## config.mk

```make
export PLATFORM = sky130hd
export DESIGN_NAME = int_to_ascii_formatter
export DESIGN_NICKNAME = d
export VERILOG_FILES = /design/src/design/ita_pkg.sv /design/src/design/ita_conv.sv /design/src/design/ita_emit.sv /design/src/design/int_to_ascii_formatter.sv
export SDC_FILE = /design/constraint.sdc
export NUM_CORES = 1
export LEC_CHECK = 0
export BUFFER_PORTS_ARGS = -buffer_cell sky130_fd_sc_hd__buf_2
export CAP_MARGIN = 25
export CORE_AREA = 2 2 161 163
export DETAILED_ROUTE_END_ITERATION = 7
export DIE_AREA = 0 0 163 165
export PLACE_DENSITY = 0.56
export RECOVER_POWER = 100
export SLEW_MARGIN = 15
export SYNTH_ARGS = -nofsm -noshare
export SYNTH_HDL_FRONTEND = slang
export SYNTH_HIERARCHICAL = 1
export SYNTH_SLANG_ARGS = --single-unit
```

## constraint.sdc

```tcl
create_clock -name i_clk -period 13.7 [get_ports i_clk]
set_input_delay 2.055 -clock i_clk [delete_from_list [all_inputs] [get_ports i_clk]]
set_output_delay 2.055 -clock i_clk [all_outputs]
set_load 0.05 [all_outputs]
```

## src/design/ita_pkg.sv

```systemverilog
// ----------------------------------------------------------------------------
// ita_pkg
// Types, constants and helpers shared by the integer to ASCII formatter.
// ----------------------------------------------------------------------------
package ita_pkg;

    localparam int VALUE_W      = 32;
    localparam int NUM_DIGITS   = 10;
    localparam int DIGIT_CNT_W  = 4;
    localparam int BIT_CNT_W    = $clog2(VALUE_W);
    localparam int BCD_W        = NUM_DIGITS * 4;
    localparam int CAP_W        = 7;
    localparam int WIDTH_W      = 6;
    localparam int POS_W        = 7;
    localparam int CFG_IDX_W    = 3;
    localparam int CFG_DATA_W   = 7;
    localparam int MAX_CAPACITY = 64;
    localparam int FIELD_LIMIT  = 63;

    localparam logic [7:0] CH_SPACE = 8'h20;
    localparam logic [7:0] CH_MINUS = 8'h2d;
    localparam logic [7:0] CH_ZERO  = 8'h30;
    localparam logic [7:0] CH_X     = 8'h78;
    localparam logic [7:0] CH_NUL   = 8'h00;

    localparam logic [7:0] DIGIT_CHARS [16] = '{
        8'h30, 8'h31, 8'h32, 8'h33, 8'h34, 8'h35, 8'h36, 8'h37,
        8'h38, 8'h39, 8'h61, 8'h62, 8'h63, 8'h64, 8'h65, 8'h66
    };

    typedef enum logic [CFG_IDX_W-1:0] {
        CFG_NUMBER_BASE   = 3'd0,
        CFG_FIELD_WIDTH   = 3'd1,
        CFG_PAD_WITH_ZERO = 3'd2,
        CFG_HEX_PREFIX    = 3'd3,
        CFG_CAPACITY      = 3'd4
    } t_cfg_idx;

    typedef enum logic [2:0] {
        ST_IDLE,
        ST_CONV,
        ST_NORM,
        ST_PLAN,
        ST_EMIT
    } t_state;

    typedef struct packed {
        logic               op;
        logic [VALUE_W-1:0] value;
    } t_in_item;

    typedef struct packed {
        logic [7:0]         character;
        logic               last;
        logic               error;
        logic [WIDTH_W-1:0] length;
    } t_out_item;

    typedef struct packed {
        logic               number_base;
        logic [WIDTH_W-1:0] field_width;
        logic               pad_with_zero;
        logic               hex_prefix;
        logic [CAP_W-1:0]   capacity;
    } t_cfg;

    typedef struct packed {
        logic load;
        logic step;
        logic norm;
        logic shift_digit;
    } t_conv_ctrl;

    typedef struct packed {
        logic                   conv_last;
        logic                   norm_done;
        logic [DIGIT_CNT_W-1:0] num_digits;
        logic [3:0]             top_digit;
    } t_conv_status;

    typedef struct packed {
        logic plan;
        logic run;
    } t_emit_ctrl;

    function automatic logic [7:0] digit_char(input logic [3:0] d);
        return DIGIT_CHARS[d];
    endfunction

endpackage

```

## src/design/ita_conv.sv

```systemverilog
// ----------------------------------------------------------------------------
// ita_conv
// Bit-serial binary to digit conversion: shift-add-3 for decimal, plain
// shift for hex, then a nibble-wide normalise that drops leading zeros.
// ----------------------------------------------------------------------------
module ita_conv import ita_pkg::*; (
    input  logic               i_clk,
    input  logic               i_rst_n,
    input  t_conv_ctrl         i_ctrl,
    input  logic [VALUE_W-1:0] i_mag,
    input  logic               i_decimal,
    output t_conv_status       o_status
);

    logic [VALUE_W-1:0]     r_mag, n_mag;
    logic [BCD_W-1:0]       r_bcd, n_bcd;
    logic [BIT_CNT_W-1:0]   r_cnt, n_cnt;
    logic [DIGIT_CNT_W-1:0] r_nd, n_nd;
    logic                   r_dec, n_dec;
    logic [BCD_W-1:0]       adj;
    logic                   top_zero;

    // in decimal mode, add 3 to every digit of five or more before the shift
    always_comb begin
        for (int k = 0; k < NUM_DIGITS; k++) begin
            if (r_dec && r_bcd[k*4 +: 4] >= 4'd5) begin
                adj[k*4 +: 4] = r_bcd[k*4 +: 4] + 4'd3;
            end else begin
                adj[k*4 +: 4] = r_bcd[k*4 +: 4];
            end
        end
    end

    assign top_zero = (r_bcd[BCD_W-1 -: 4] == 4'd0);

    always_comb begin
        n_mag = r_mag;
        n_bcd = r_bcd;
        n_cnt = r_cnt;
        n_nd  = r_nd;
        n_dec = r_dec;
        if (i_ctrl.load) begin
            n_mag = i_mag;
            n_bcd = '0;
            n_cnt = '0;
            n_nd  = DIGIT_CNT_W'(NUM_DIGITS);
            n_dec = i_decimal;
        end else if (i_ctrl.step) begin
            n_bcd = {adj[BCD_W-2:0], r_mag[VALUE_W-1]};
            n_mag = {r_mag[VALUE_W-2:0], 1'b0};
            n_cnt = r_cnt + 1'b1;
        end else if (i_ctrl.norm) begin
            if (top_zero && r_nd > DIGIT_CNT_W'(1)) begin
                n_bcd = {r_bcd[BCD_W-5:0], 4'd0};
                n_nd  = r_nd - 1'b1;
            end
        end else if (i_ctrl.shift_digit) begin
            n_bcd = {r_bcd[BCD_W-5:0], 4'd0};
        end
    end

    always_ff @(posedge i_clk) begin
        r_mag <= n_mag;
        r_bcd <= n_bcd;
        r_nd  <= n_nd;
        r_dec <= n_dec;
        if (!i_rst_n) begin
            r_cnt <= '0;
        end else begin
            r_cnt <= n_cnt;
        end
    end

    assign o_status.conv_last  = i_ctrl.step && (r_cnt == {BIT_CNT_W{1'b1}});
    assign o_status.norm_done  = !top_zero || (r_nd == DIGIT_CNT_W'(1));
    assign o_status.num_digits = r_nd;
    assign o_status.top_digit  = r_bcd[BCD_W-1 -: 4];

endmodule

```

## src/design/ita_emit.sv

```systemverilog
// ----------------------------------------------------------------------------
// ita_emit
// Field layout and character sequencer: works out padding, prefix and sign
// boundaries once per item, then emits one character per free output slot.
// ----------------------------------------------------------------------------
module ita_emit import ita_pkg::*; (
    input  logic                   i_clk,
    input  logic                   i_rst_n,
    input  t_emit_ctrl             i_ctrl,
    input  t_cfg                   i_cfg,
    input  logic                   i_op,
    input  logic                   i_neg,
    input  logic [DIGIT_CNT_W-1:0] i_num_digits,
    input  logic [3:0]             i_top_digit,
    input  logic                   i_out_stall,
    output logic                   o_out_valid,
    output t_out_item              o_out_item,
    output logic                   o_shift_digit,
    output logic                   o_done
);

    logic [POS_W-1:0] r_b1, r_b2, r_b3, r_b4, r_total, r_idx;
    logic [POS_W-1:0] n_b1, n_b2, n_b3, n_b4, n_total, n_idx;
    logic             r_err, n_err;
    logic             r_valid, n_valid;
    t_out_item        r_item, n_item;

    logic [POS_W-1:0] sign_chars, ns, pad, pre, total, cap;
    logic             err, load, is_last;
    logic [7:0]       ch;

    // layout of the field for the item in hand
    always_comb begin
        sign_chars = {{(POS_W-1){1'b0}}, i_neg};
        ns       = POS_W'(i_num_digits) + sign_chars;
        pad      = (POS_W'(i_cfg.field_width) > ns) ? POS_W'(i_cfg.field_width) - ns : '0;
        pre      = (!i_op && i_cfg.number_base && i_cfg.hex_prefix &&
                    i_cfg.field_width != '0) ? POS_W'(2) : '0;
        total    = pad + pre + ns;
        cap      = (i_cfg.capacity > CAP_W'(MAX_CAPACITY)) ? CAP_W'(MAX_CAPACITY)
                                                            : i_cfg.capacity;
        err      = (cap < CAP_W'(2)) || (total >= POS_W'(cap)) ||
                   (total > POS_W'(FIELD_LIMIT));
    end

    assign load    = i_ctrl.run && (!r_valid || !i_out_stall);
    assign is_last = (r_idx + 1'b1 == r_total);

    always_comb begin
        if (r_idx < r_b1) begin
            ch = CH_SPACE;
        end else if (r_idx < r_b2) begin
            ch = (r_idx == r_b1) ? CH_ZERO : CH_X;
        end else if (r_idx < r_b3) begin
            ch = CH_MINUS;
        end else if (r_idx < r_b4) begin
            ch = CH_ZERO;
        end else begin
            ch = digit_char(i_top_digit);
        end
    end

    always_comb begin
        n_b1    = r_b1;
        n_b2    = r_b2;
        n_b3    = r_b3;
        n_b4    = r_b4;
        n_total = r_total;
        n_err   = r_err;
        n_idx   = r_idx;
        n_item  = r_item;
        n_valid = r_valid && i_out_stall;
        if (i_ctrl.plan) begin
            n_b1    = i_cfg.pad_with_zero ? '0 : pad;
            n_b2    = n_b1 + pre;
            n_b3    = n_b2 + sign_chars;
            n_b4    = n_b3 + (i_cfg.pad_with_zero ? pad : '0);
            n_total = total;
            n_err   = err;
            n_idx   = '0;
        end
        if (load) begin
            n_valid = 1'b1;
            if (r_err) begin
                n_item = '{character: CH_NUL, last: 1'b1, error: 1'b1, length: '0};
            end else begin
                n_item.character = ch;
                n_item.last      = is_last;
                n_item.error     = 1'b0;
                n_item.length    = is_last ? r_total[WIDTH_W-1:0] : '0;
                n_idx            = r_idx + 1'b1;
            end
        end
    end

    always_ff @(posedge i_clk) begin
        r_b1    <= n_b1;
        r_b2    <= n_b2;
        r_b3    <= n_b3;
        r_b4    <= n_b4;
        r_total <= n_total;
        r_err   <= n_err;
        r_idx   <= n_idx;
        r_item  <= n_item;
        if (!i_rst_n) begin
            r_valid <= 1'b0;
        end else begin
            r_valid <= n_valid;
        end
    end

    assign o_shift_digit = load && !r_err && (r_idx >= r_b4);
    assign o_done        = load && (r_err || is_last);
    assign o_out_valid   = r_valid;
    assign o_out_item    = r_item;

endmodule

```

## src/design/int_to_ascii_formatter.sv

```systemverilog
// ----------------------------------------------------------------------------
// int_to_ascii_formatter
// Formats a 32-bit value as signed decimal or unsigned decimal/hex ASCII,
// with optional padding and 0x prefix, one character per result item.
// ----------------------------------------------------------------------------
//  channel  | signals                                  | direction
//  input    | i_in_valid, o_in_stall, i_in_item        | item in
//  output   | o_out_valid, i_out_stall, o_out_item     | characters out
//  config   | i_cfg_wr_en, i_cfg_index, i_cfg_data     | register writes
//
//  One item at a time: an accept state, bit-serial conversion, leading-zero
//  removal in the nibble normaliser, a layout state, then one character per
//  free output slot, 1 to 63 characters per item. Reset is synchronous and
//  active low; the config registers return to capacity 64 and their other
//  fields to 0. A stall on the output holds the character sequencer. The
//  next item is taken while the final character still waits.
// ----------------------------------------------------------------------------
module int_to_ascii_formatter import ita_pkg::*; (
    input  logic                  i_clk,
    input  logic                  i_rst_n,
    input  logic                  i_in_valid,
    output logic                  o_in_stall,
    input  t_in_item              i_in_item,
    output logic                  o_out_valid,
    input  logic                  i_out_stall,
    output t_out_item             o_out_item,
    input  logic                  i_cfg_wr_en,
    input  logic [CFG_IDX_W-1:0]  i_cfg_index,
    input  logic [CFG_DATA_W-1:0] i_cfg_data
);

    t_state       r_state, n_state;
    t_cfg         r_cfg;
    logic         r_op, r_neg;
    logic         accept;
    logic         neg_in;
    logic [VALUE_W-1:0] mag_in;
    t_conv_ctrl   conv_ctrl;
    t_conv_status conv_status;
    t_emit_ctrl   emit_ctrl;
    logic         shift_digit;
    logic         emit_done;

    assign o_in_stall = (r_state != ST_IDLE);
    assign accept     = i_in_valid && !o_in_stall;
    assign neg_in     = i_in_item.op && i_in_item.value[VALUE_W-1];
    assign mag_in     = neg_in ? (~i_in_item.value + 1'b1) : i_in_item.value;

    always_ff @(posedge i_clk) begin
        if (!i_rst_n) begin
            r_cfg <= '{number_base: 1'b0, field_width: '0, pad_with_zero: 1'b0,
                       hex_prefix: 1'b0, capacity: CAP_W'(MAX_CAPACITY)};
        end else if (i_cfg_wr_en) begin
            case (t_cfg_idx'(i_cfg_index))
                CFG_NUMBER_BASE:   r_cfg.number_base   <= i_cfg_data[0];
                CFG_FIELD_WIDTH:   r_cfg.field_width   <= i_cfg_data[WIDTH_W-1:0];
                CFG_PAD_WITH_ZERO: r_cfg.pad_with_zero <= i_cfg_data[0];
                CFG_HEX_PREFIX:    r_cfg.hex_prefix    <= i_cfg_data[0];
                CFG_CAPACITY:      r_cfg.capacity      <= i_cfg_data[CAP_W-1:0];
                default: ;
            endcase
        end
    end

    always_ff @(posedge i_clk) begin
        if (accept) begin
            r_op  <= i_in_item.op;
            r_neg <= neg_in;
        end
    end

    always_ff @(posedge i_clk) begin
        if (!i_rst_n) begin
            r_state <= ST_IDLE;
        end else begin
            r_state <= n_state;
        end
    end

    always_comb begin
        n_state   = r_state;
        conv_ctrl = '0;
        emit_ctrl = '0;
        conv_ctrl.shift_digit = shift_digit;
        case (r_state)
            ST_IDLE: begin
                if (accept) begin
                    conv_ctrl.load = 1'b1;
                    n_state        = ST_CONV;
                end
            end
            ST_CONV: begin
                conv_ctrl.step = 1'b1;
                if (conv_status.conv_last) begin
                    n_state = ST_NORM;
                end
            end
            ST_NORM: begin
                conv_ctrl.norm = 1'b1;
                if (conv_status.norm_done) begin
                    n_state = ST_PLAN;
                end
            end
            ST_PLAN: begin
                emit_ctrl.plan = 1'b1;
                n_state        = ST_EMIT;
            end
            ST_EMIT: begin
                emit_ctrl.run = 1'b1;
                if (emit_done) begin
                    n_state = ST_IDLE;
                end
            end
            default: n_state = ST_IDLE;
        endcase
    end

    ita_conv u_conv (
        .i_clk     (i_clk),
        .i_rst_n   (i_rst_n),
        .i_ctrl    (conv_ctrl),
        .i_mag     (mag_in),
        .i_decimal (i_in_item.op || !r_cfg.number_base),
        .o_status  (conv_status)
    );

    ita_emit u_emit (
        .i_clk         (i_clk),
        .i_rst_n       (i_rst_n),
        .i_ctrl        (emit_ctrl),
        .i_cfg         (r_cfg),
        .i_op          (r_op),
        .i_neg         (r_neg),
        .i_num_digits  (conv_status.num_digits),
        .i_top_digit   (conv_status.top_digit),
        .i_out_stall   (i_out_stall),
        .o_out_valid   (o_out_valid),
        .o_out_item    (o_out_item),
        .o_shift_digit (shift_digit),
        .o_done        (emit_done)
    );

`ifndef SYNTH
    a_err_single: assert property (@(posedge i_clk) disable iff (!i_rst_n)
        o_out_valid && o_out_item.error |-> o_out_item.last && o_out_item.length == '0)
        else $error("error result is not a lone last item");

    a_mid_len: assert property (@(posedge i_clk) disable iff (!i_rst_n)
        o_out_valid && !o_out_item.last |-> o_out_item.length == '0 && !o_out_item.error)
        else $error("non-final item carries length or error");

    a_last_len: assert property (@(posedge i_clk) disable iff (!i_rst_n)
        o_out_valid && o_out_item.last && !o_out_item.error |-> o_out_item.length != '0)
        else $error("final character has zero length");

    a_digits: assert property (@(posedge i_clk) disable iff (!i_rst_n)
        r_state == ST_PLAN |-> conv_status.num_digits != '0 &&
                               conv_status.num_digits <= DIGIT_CNT_W'(NUM_DIGITS))
        else $error("digit count out of range after normalise");
`endif

endmodule
```

---- Yosys cells after proc, flatten, opt, wreduce, memory -nomap -nowiden ----
Memory sizes are Yosys's and may differ from the RTL's.
Index checks and enable logic that the tools add are counted.
operators by class
  add/sub/neg operators ................... 21
  multiply operators ...................... 0
  div/mod/pow operators ................... 0
  magnitude comparators ................... 22
  equal/unequal tests ..................... 17
  shifts and indexed selects .............. 0
  multiplexer cells ....................... 46
  bitwise operators ....................... 5
  reduce and logical (&&, ||, !) cells .... 53
operators with widths
  cell                                                                                 number
  40-bit two-way mux                                                                   4
  32-bit two-way mux                                                                   3
  7-bit two-way mux                                                                    9
  4-bit by 3-bit greater-or-equal comparator with 1-bit output, second input constant  10
  8-bit two-way mux                                                                    5
  4-bit by 2-bit adder with 4-bit output, second input constant                        9
  4-bit two-way mux                                                                    9
  32-bit by 1-bit adder with 32-bit output, second input constant                      1
  32-bit NOT                                                                           1
  7-bit adder                                                                          4
  7-bit less-than comparator                                                           4
  1-bit logical AND                                                                    22
  3-bit two-way mux                                                                    5
  3-bit case mux with 5 select lines                                                   1
  7-bit equality test                                                                  2
  7-bit greater-or-equal comparator                                                    2
  3-bit by 2-bit equality test with 1-bit output, second input constant                4
  6-bit two-way mux                                                                    2
  2-bit AND reduction                                                                  6
  2-bit inequality test, second input constant                                         4
  7-bit by 1-bit adder with 7-bit output                                               1
  7-bit by 1-bit adder with 7-bit output, second input constant                        1
  6-bit by 7-bit greater-than comparator with 1-bit output                             1
  7-bit by 6-bit greater-than comparator with 1-bit output, second input constant      1
  28 further kinds                                                                     53
storage, ports and cells
  register bits ........................... 163
  latch bits .............................. 0
  RAM bits ................................ 0
  ROM bits ................................ 128
  bits of input ports ..................... 48
  output and inout bits ................... 18
  word-level logic and storage cells ...... 191
  memories ................................ 1
memories
  memory            words  bits a word  read ports  clocked after Yosys merged registers in  write ports  RTL line       RTL
  (name not given)  16     8            1           0                                        0            ita_pkg.sv:87  return DIGIT_CHARS[d];

---- Logic depth before layout (Yosys ltp) ----
Gate-level depths: netlist of the first run.
  word-level depth ........................ 10
  depth in mapped cells ................... 24
  depth with buffers taken out ............ 23

---- Modules after synthesis ----
Netlist of the first run, hierarchy kept.
modules (own cells, without submodules)
  module                  instances  cells an instance  area an instance (um2)  seq. area each (um2)
  ita_conv                1          482                4733.3                  1971.9
  ita_emit                1          424                4265.3                  1661.6
  int_to_ascii_formatter  1          184                1666.6                  440.4

---- Least setup slack after synthesis of the first run ----
Ideal clock, no wire load.
  path type ............................... register -> register
  start ................................... register r_neg
  end ..................................... register u_emit.r_err, data pin
  setup time .............................. 272 ps
  arrival time ............................ 4466 ps
  data required time ...................... 13428 ps
  path slack .............................. 8962 ps
  stages on the path, launching flop included .. 23
  buffers on the path ..................... 1
  clock period less this slack ............ 4738 ps
  cell sequence ........................... edfxtp_1 > ha_1 > ha_1 > xor2_1 > inv_1 > ha_1 > o2111ai_1 > a31oi_2 > clkbuf_1 > nand2b_1 > fa_1 > inv_1 > ha_1 > inv_1 > fa_1 > inv_1 > a21o_1 > a21oi_1 > xnor2_1 > ha_1 > o21ai_0 > a21oi_1 > or4_1
on the way
  word-level cells in the longest chain between the ends .. 8
  elaborated cells between the ends (all ways) .. 10
  classes of those cells .................. 4 x add/sub; 3 x order compare; 1 x mux; 2 x reduce/logical
ends and longest elaborated chain
  element                                                                                                                         RTL line                      RTL
  start, declared                                                                                                                 int_to_ascii_formatter.sv:34  logic r_op, r_neg;
  start signal, assigned                                                                                                          int_to_ascii_formatter.sv:68  r_neg <= neg_in;
  4-bit by 1-bit adder with 5-bit output (*)                                                                                      ita_emit.sv:35                ns = POS_W'(i_num_digits) + sign_chars;
  6-bit by 7-bit subtractor with 7-bit output / 6-bit by 7-bit greater-than comparator with 1-bit output (equally long branches)  ita_emit.sv:36                pad = (POS_W'(i_cfg.field_width) > ns) ? POS_W'(i_cfg.field_width) - ns : '0;
  7-bit two-way mux                                                                                                               ita_emit.sv:36
  7-bit adder                                                                                                                     ita_emit.sv:39                total = pad + pre + ns;
  7-bit adder (*)                                                                                                                 ita_emit.sv:39
  via u_emit.total[5]                                                                                                             ita_emit.sv:28                logic [POS_W-1:0] sign_chars, ns, pad, pre, total, cap;
  7-bit greater-or-equal comparator                                                                                               ita_emit.sv:42                err = (cap < CAP_W'(2)) || (total >= POS_W'(cap)) ||
  1-bit logical OR                                                                                                                ita_emit.sv:42
  1-bit logical OR (*)                                                                                                            ita_emit.sv:42
  via u_emit.err                                                                                                                  ita_emit.sv:29                logic err, load, is_last;
  end signal, assigned                                                                                                            ita_emit.sv:102               r_err <= n_err;
  end, declared                                                                                                                   ita_emit.sv:24                logic r_err, n_err;
Mark *: on every way through the listed nets, which the timed path passes. The rest lies on a longest branch.
A chain may end at the register's enable or synchronous reset.

---- Final worst setup path of the first run ----
  start ................................... input i_in_valid
  end ..................................... register u_conv.r_bcd[2]
on the way
  word-level cells in the longest chain between the ends .. 3
ends and longest elaborated chain
  element               RTL line                      RTL
  start, declared       int_to_ascii_formatter.sv:21  input logic i_in_valid,
  1-bit logical AND     int_to_ascii_formatter.sv:45  assign accept = i_in_valid && !o_in_stall;
  via accept            int_to_ascii_formatter.sv:35  logic accept;
  1-bit two-way mux     int_to_ascii_formatter.sv:87  if (accept) begin
  1-bit two-way mux     int_to_ascii_formatter.sv:85  case (r_state)
  end signal, assigned  ita_conv.sv:64                r_bcd <= n_bcd;
  end, declared         ita_conv.sv:16                logic [BCD_W-1:0] r_bcd, n_bcd;
The timed path passes the listed nets, and every way through them passes these cells.

==> impl_metrics.env, run 1 <==
export IMPL_status="complete, but fails checks"
export IMPL_failed_checks="capacitance limit, slew limit"
export IMPL_skew_ns=0.0102
export IMPL_synth_distinct_cells=75
export IMPL_num_vias=7854
export IMPL_instances_no_fill=1482
export IMPL_cts_htree_levels=4
export IMPL_synth_top_family_by_area="compound AO/OA/AOI/OAI gates"
export IMPL_drt_initial_drc_count=473
export IMPL_post_cts_setup_buffers=0
export IMPL_synth_xor_area_frac=0.0615
export IMPL_synth_simple_gate_area_frac=0.162
export IMPL_routedWlPerCell_um=15.5
export IMPL_worstSetupPathType="input pin to flop"
export IMPL_syn_inst=1090
export IMPL_portBuffers=64
export IMPL_clock_latency_ns=0.42
export IMPL_async_flop_share=0
export IMPL_tritoncts="yes"
export IMPL_grt_max_degree=52
export IMPL_ys_flop_type="edfxtp_1"
export IMPL_crit_arrival_ns=6.54
export IMPL_cts_path_max_buffers=2
export IMPL_grt_pass1_vias=7417
export IMPL_synth_compound_area_frac=0.162
export IMPL_drc=0
export IMPL_crit_path_end_kind="flop"
export IMPL_die_h_um=165
export IMPL_wl_um=23000
export IMPL_start_util=0.426
export IMPL_worst_path_buf_inv=5
export IMPL_n_antenna_cell=0
export IMPL_slew_limit_headroom=-0.583
export IMPL_crit_path_max_fanout=44
export IMPL_grt_pass1_wl_um=37900
export IMPL_critPathRequiredTime_ns=14.01
export IMPL_row_count=58
export IMPL_min_path_cells=2
export IMPL_avgSynthCellArea_um2=9.78
export IMPL_worst_pin_slew_ns=2.37
export IMPL_fin_crit_sh=0.455
export IMPL_muxShareOfSynthArea=0.0703
export IMPL_peakVddDrop_mv=0.0725
export IMPL_avgViaCountPerCell=5.30
export IMPL_slowest_stage="clkbuf_1"
export IMPL_hold_buffers=0
export IMPL_place_congestion=0.832
export IMPL_ys_seq_area_frac=0.382
export IMPL_min_period_ns=6.23
export IMPL_setup_tns_ns=0
export IMPL_syn_cell_area_um2=10700
export IMPL_cts_resized_gates=0
export IMPL_holdWs_ns=0.487
export IMPL_overflow=0
export IMPL_dieArea_um2=26900
export IMPL_synth_edf_count=85
export IMPL_fin_nets=1279
export IMPL_start_kind="input pin"
export IMPL_synth_fa_ha_area_frac=0.111
export IMPL_ant_nets=0
export IMPL_cts_root_buf="clkbuf_16"
export IMPL_first_pass_iters=5
export IMPL_grt_util_all_layers=0.177
export IMPL_path_common_cell="clkbuf_1"
export IMPL_path_depth=8
export IMPL_ios=66
export IMPL_maxSlewViolCount=231
export IMPL_syn2layout_area_growth_pct=9.63
export IMPL_reg2reg_depth=21
export IMPL_core_um2=25000
export IMPL_p_leak_uw=0.00441
export IMPL_placedCellCount=1450
export IMPL_fmax_mhz=160
export IMPL_cp_top_family="buffers and inverters"
export IMPL_syn_nets=1230
export IMPL_rsz0062_at_grt="false"
export IMPL_numCtsBuffers=17
export IMPL_clk_pin_slew_worst_paths_ns=0.06
export IMPL_die_x_um=163
export IMPL_cp_slowest_stage_delay_ns=1.77
export IMPL_hold_viol_final=0
export IMPL_cts_num_sinks=161
export IMPL_setup_violations=0
export IMPL_hold_class="flop to flop"
export IMPL_drv_cap=6
export IMPL_drive_gt1_frac=0.123
export IMPL_place_detailed_hpwl_um=16300
export IMPL_synth_warnings=6
export IMPL_p_per_area_nw_per_um2=106
export IMPL_antenna_found_initial=0
export IMPL_path_cells="clkbuf_1 > inv_1 > nor2_4 > clkbuf_1 > clkbuf_1 > inv_1 > and3_1 > a31o_2"
export IMPL_ys_ff_latch=161
-- through the flow --
stage / setup WS (ns) / total power (µW) / cell area (µm²) / util
final: 7.47 / 1240 / 11700 / 0.467
after global routing: 6.73 / 1300 / 11700 / 0.467
after CTS: 8.49 / 1260 / 11800 / 0.472
after detailed placement: 8.51 / 780 / 11300 / 0.450
after global placement: 8.65 / 778 / 11300 / 0.450
after floorplan: 8.96 / 731 / 10700 / -
-- registers in the layout, summed over array words and instances, names as in the netlist, 3 cells and up --
register / count
r_cfg: 16
r_state: 3
u_conv/r_bcd: 40
u_conv/r_cnt: 5
u_conv/r_mag: 32
u_conv/r_nd: 4
u_emit/o_out_item: 15
u_emit/r_b1: 7
u_emit/r_b2: 6
u_emit/r_b3: 7
u_emit/r_b4: 7
u_emit/r_idx: 7
u_emit/r_total: 7
-- logic make-up after synthesis --
kind of cell	count (synthesis)
simple gates	320
compound gates	244
flops	161
mux	71
buf+inv	127
other cells	1
fa+ha+maj	92
xor+xnor	74
-- path summary, 6_finish.rpt --
check	endpoint	slack [ns]	start
worst max-delay path	u_conv/r_bcd[2]	7.47	i_in_valid
worst min-delay path	u_conv/r_bcd[9]	0.49	u_conv/r_bcd[9]
worst max register to register	u_emit/r_err	8.22	r_neg
worst min register to register	u_conv/r_bcd[9]	0.49	u_conv/r_bcd[9]
-- cell type report --
| type | instances | area, µm² |
|---|---|---|
| Fill cell | 2446 | 13300 |
| Timing Repair Buffer | 71 | 323 |
| Sequential cell | 161 | 4070 |
| Multi-Input combinational cell | 802 | 5990 |
| Clock inverter | 9 | 105 |
| Tap cell | 330 | 413 |
| Clock buffer | 23 | 468 |
| Inverter | 86 | 323 |
-- worst min-delay path, cell delays in order (launching register included) --
cell and delay (ns):
dfxtp_1 0.33, nand2_1 0.06, a21oi_1 0.05
-- cell usage after synthesis (11+ instances only) --
master / number / area share
o31ai_1: 11 / 0.0077
mux2i_1: 40 / 0.038
nand2b_1: 23 / 0.013
and3_1: 11 / 0.0065
and2_1: 16 / 0.0094
edfxtp_1: 85 / 0.24
nor2b_1: 33 / 0.019
xnor2_1: 56 / 0.046
xor2_1: 17 / 0.014
dfxtp_1: 76 / 0.14
mux2_2: 31 / 0.033
a21oi_1: 67 / 0.031
nor2_1: 84 / 0.030
o21ai_0: 50 / 0.023
a21o_1: 13 / 0.0092
nand2_1: 69 / 0.024
nand3_1: 15 / 0.0070
ha_1: 88 / 0.10
o311ai_0: 16 / 0.013
clkbuf_1: 20 / 0.0070
inv_1: 86 / 0.030
-- power by group --
part	internal, µW	switching (µW)
sequential	544	26.4
clock	278	195
combinational	88.5	108
total	910	329
-- metal layers --
layer  part of all wire  wire, µm  GRT usage  up-vias
met4              0.016       360     0.0595        0
met3              0.032       726     0.0266       23
met2               0.44     10100      0.273      136
li1                   -         -          -     3999
met1               0.51     11800      0.254     3696
met5                  0         0          0        -
-- cells in the final DEF (no fill, tap or decap), types with 13 or more instances in the layout --
| cell type | instances |
|---|---|
| nand3_1 | 15 |
| ha_1 | 88 |
| a21o_1 | 13 |
| o311ai_0 | 16 |
| clkbuf_16 | 17 |
| xnor2_1 | 57 |
| mux2i_1 | 40 |
| dfxtp_1 | 76 |
| xor2_1 | 17 |
| a211oi_1 | 15 |
| nor2_1 | 81 |
| clkbuf_1 | 32 |
| edfxtp_1 | 85 |
| nand2_1 | 69 |
| inv_1 | 86 |
| mux2_2 | 31 |
| buf_2 | 42 |
| nor2b_1 | 33 |
| o21ai_0 | 50 |
| a21oi_1 | 68 |
| nand2b_1 | 23 |
Power figures use the tool's default switching activity.
==> run 2, diff against run 1 <==
ABC_AREA = 1   (was not set)
CORE_AREA = 2 2 166 168   (was 2 2 161 163)
DIE_AREA = 0 0 168 170   (was 0 0 163 165)
clock period = 6.3 ns   (was 13.7 ns; I/O delays follow)
==> run 2 against run 1 <==
Net effect: the run still ends with capacitance limit, slew limit left; first-iteration DRC count increased by 50%; critical path depth increased by 17; sequential cell count unchanged; combinational power increased to 12 times the previous value; sequential share of layout area decreased by 2.0 points; final cell count increased by 32%; total power increased to 4.1 times the previous value; hold slack got worse by 0.042 ns; sequential power increased to 3.1 times the previous value; design area increased by 6.0%; clock power increased by 120%; largest cell class unchanged; largest power group is now combinational logic.
==> impl_metrics.env, run 2 <==
export IMPL_fin_ws_ns=1.31
export IMPL_fin_crit_sh=0.792
export IMPL_place_area_um2=11900
export IMPL_top_register="u_conv/r_bcd"
export IMPL_syn_nets=1701
export IMPL_num_vias=9725
export IMPL_hold_class="flop to flop"
export IMPL_dieArea_um2=28600
export IMPL_cp_slowest_stage_delay_ns=0.41
export IMPL_hold_viol_final=0
export IMPL_yosys_area_top_type="edfxtp_1"
export IMPL_placedCellCount=1929
export IMPL_rrSetupSlack_ns=1.31
export IMPL_failed_checks="capacitance limit, slew limit"
export IMPL_largest_reg_flops=40
export IMPL_cts_num_sinks=161
export IMPL_ys_top_cells_by_count="nand2_1, inv_1, nor2_1, nand3_1, a21oi_1"
export IMPL_dp_slack_ns=1.57
export IMPL_hold_buffers=0
export IMPL_setup_violations=0
export IMPL_place_detailed_hpwl_um=19000
export IMPL_setup_tns_ns=0
export IMPL_place_congestion=0.849
export IMPL_cts_htree_levels=4
export IMPL_worst_pin_slew_ns=3.30
export IMPL_ios=66
export IMPL_instances_no_fill=1961
export IMPL_overflow=0
export IMPL_synth_warnings=6
export IMPL_fmax_mhz=201
export IMPL_n_antenna_cell=0
export IMPL_drive_gt1_frac=0.0901
export IMPL_core_um2=26700
export IMPL_worst_path_buf_inv=3
export IMPL_synth_distinct_cells=55
export IMPL_drt_initial_drc_count=709
export IMPL_async_flop_share=0
export IMPL_status="complete, but fails checks"
export IMPL_p_leak_uw=0.00571
export IMPL_numCtsBuffers=17
export IMPL_grt_pass1_vias=8939
export IMPL_ys_flop_type="edfxtp_1"
export IMPL_cts_root_buf="clkbuf_16"
export IMPL_start_kind="flop"
export IMPL_crit_path_end_kind="flop"
export IMPL_slew_limit_headroom=-1.20
export IMPL_crit_arrival_ns=5.17
export IMPL_start_util=0.428
export IMPL_cp_top_family="simple AND/OR/NAND/NOR gates"
export IMPL_grt_util_all_layers=0.189
export IMPL_avgSynthCellArea_um2=7.31
export IMPL_portBuffers=64
export IMPL_grt_pass1_wl_um=43800
export IMPL_fin_nets=1747
export IMPL_maxSlewViolCount=210
export IMPL_synth_edf_count=85
export IMPL_die_h_um=170
export IMPL_tritoncts="yes"
export IMPL_clk_pin_slew_worst_paths_ns=0.07
export IMPL_wl_um=26300
export IMPL_syn_inst=1561
export IMPL_ant_nets=0
export IMPL_rsz0062_at_grt="false"
export IMPL_routedWlPerCell_um=13.4
export IMPL_drv_cap=5
export IMPL_first_pass_iters=5
export IMPL_grt_max_degree=77
export IMPL_critPathRequiredTime_ns=6.48
export IMPL_row_count=60
export IMPL_synth_top_area_frac=0.224
export IMPL_reg_largest_list="u_conv/r_bcd (40), u_conv/r_mag (32), r_cfg (16)"
export IMPL_syn2layout_area_growth_pct=8.61
export IMPL_crit_path_max_fanout=10
export IMPL_antenna_found_initial=0
export IMPL_skew_ns=0.0173
export IMPL_cts_path_max_buffers=2
export IMPL_min_period_ns=4.99
export IMPL_peakVddDrop_mv=0.293
export IMPL_final_common_cell="nand2_1"
export IMPL_worstSetupPathType="flop to flop"
export IMPL_post_cts_setup_buffers=0
export IMPL_p_per_area_nw_per_um2=408
export IMPL_yosys_top_cells_area="edfxtp_1, nand2_1, dfxtp_1"
export IMPL_die_x_um=168
export IMPL_path_common_cell="nand2_1"
export IMPL_ys_seq_area_frac=0.357
export IMPL_final_cell_mix="nand2_1, inv_1, nor2_1"
export IMPL_power_total_uw=5050
export IMPL_avgViaCountPerCell=4.96
export IMPL_drc=0
export IMPL_syn_cell_area_um2=11400
export IMPL_final_cell_area_um2=12400
export IMPL_cts_resized_gates=0
export IMPL_clock_latency_ns=0.43
export IMPL_ys_ff_latch=161
export IMPL_yosysMostFrequentCell="nand2_1"
export IMPL_slowest_stage="edfxtp_1"
[run 2: changes by cell type after synthesis, sizes merged, moves of 13 or more]
cell / before / now
inv: 86 / 207
nand2b: 23 / 0
nor2: 88 / 162
nor2b: 34 / 0
a21oi: 68 / 119
mux2: 31 / 0
nand4: 9 / 22
nand2: 70 / 493
xnor2: 57 / 11
and2: 16 / 0
a211oi: 20 / 2
mux2i: 40 / 0
o311ai: 16 / 0
nand3: 17 / 100
[run 2: per-stage QoR]
stage	hold WS (ns)	util
after floorplan	0.423	-
after global placement	0.432	0.447
after detailed placement	0.438	0.447
after CTS	0.449	0.469
after global routing	0.477	0.465
final	0.445	0.465
[run 2: final timing paths]
check / start / endpoint / cells after the start
min reg2reg: r_cfg[7] / r_cfg[7] / 2
min: r_cfg[7] / r_cfg[7] / 2
max reg2reg: r_neg / u_emit/r_b4[6] / 25
max: r_neg / u_emit/r_b4[6] / 25
[run 2: layout make-up]
type	instances	area (µm²)
Tap cell	341	427
Sequential cell	161	4070
Clock buffer	20	472
Timing Repair Buffer	71	330
Fill cell	2744	14300
Multi-Input combinational cell	1147	6190
Clock inverter	12	110
Inverter	209	790
[run 2: routing by layer]
layer / part of all wire / GRT usage
met5: 0 / 0
met1: 0.52 / 0.275
met2: 0.43 / 0.297
met3: 0.036 / 0.0253
met4: 0.010 / 0.0469
[run 2: cells by family after synthesis]
| family | Yosys count | share of synthesized area |
|---|---|---|
| xor+xnor | 39 | 0.0306 |
| fa+ha+maj | 92 | 0.104 |
| buf+inv | 253 | 0.0968 |
| compound gates | 207 | 0.108 |
| flops | 161 | 0.357 |
| simple gates | 808 | 0.304 |
| other cells | 1 | 0.000329 |
[run 2: worst reg2reg max path: stages, from the launching register on]
cell      delay (ns)
edfxtp_1        0.41
ha_1            0.24
ha_1            0.21
xor2_1          0.22
inv_1           0.07
ha_1            0.32
or2_0           0.18
nand3_1         0.09
nand2_1         0.10
nand2_1         0.23
or2_2           0.40
nor2_1          0.16
ha_1            0.19
inv_1           0.05
nor3_1          0.35
nand2_1         0.09
nand2_1         0.07
nand2_1         0.12
nor2_1          0.15
xor2_1          0.22
ha_1            0.29
a21oi_1         0.25
xor2_2          0.17
inv_1           0.05
nand3_1         0.07
nand2_1         0.05
[run 2: power by group]
group	switching, µW	total, µW	internal (µW)
clock network	471	1030	560
logic	1510	2280	772
registers	256	1740	1480
total	2240	5050	2820
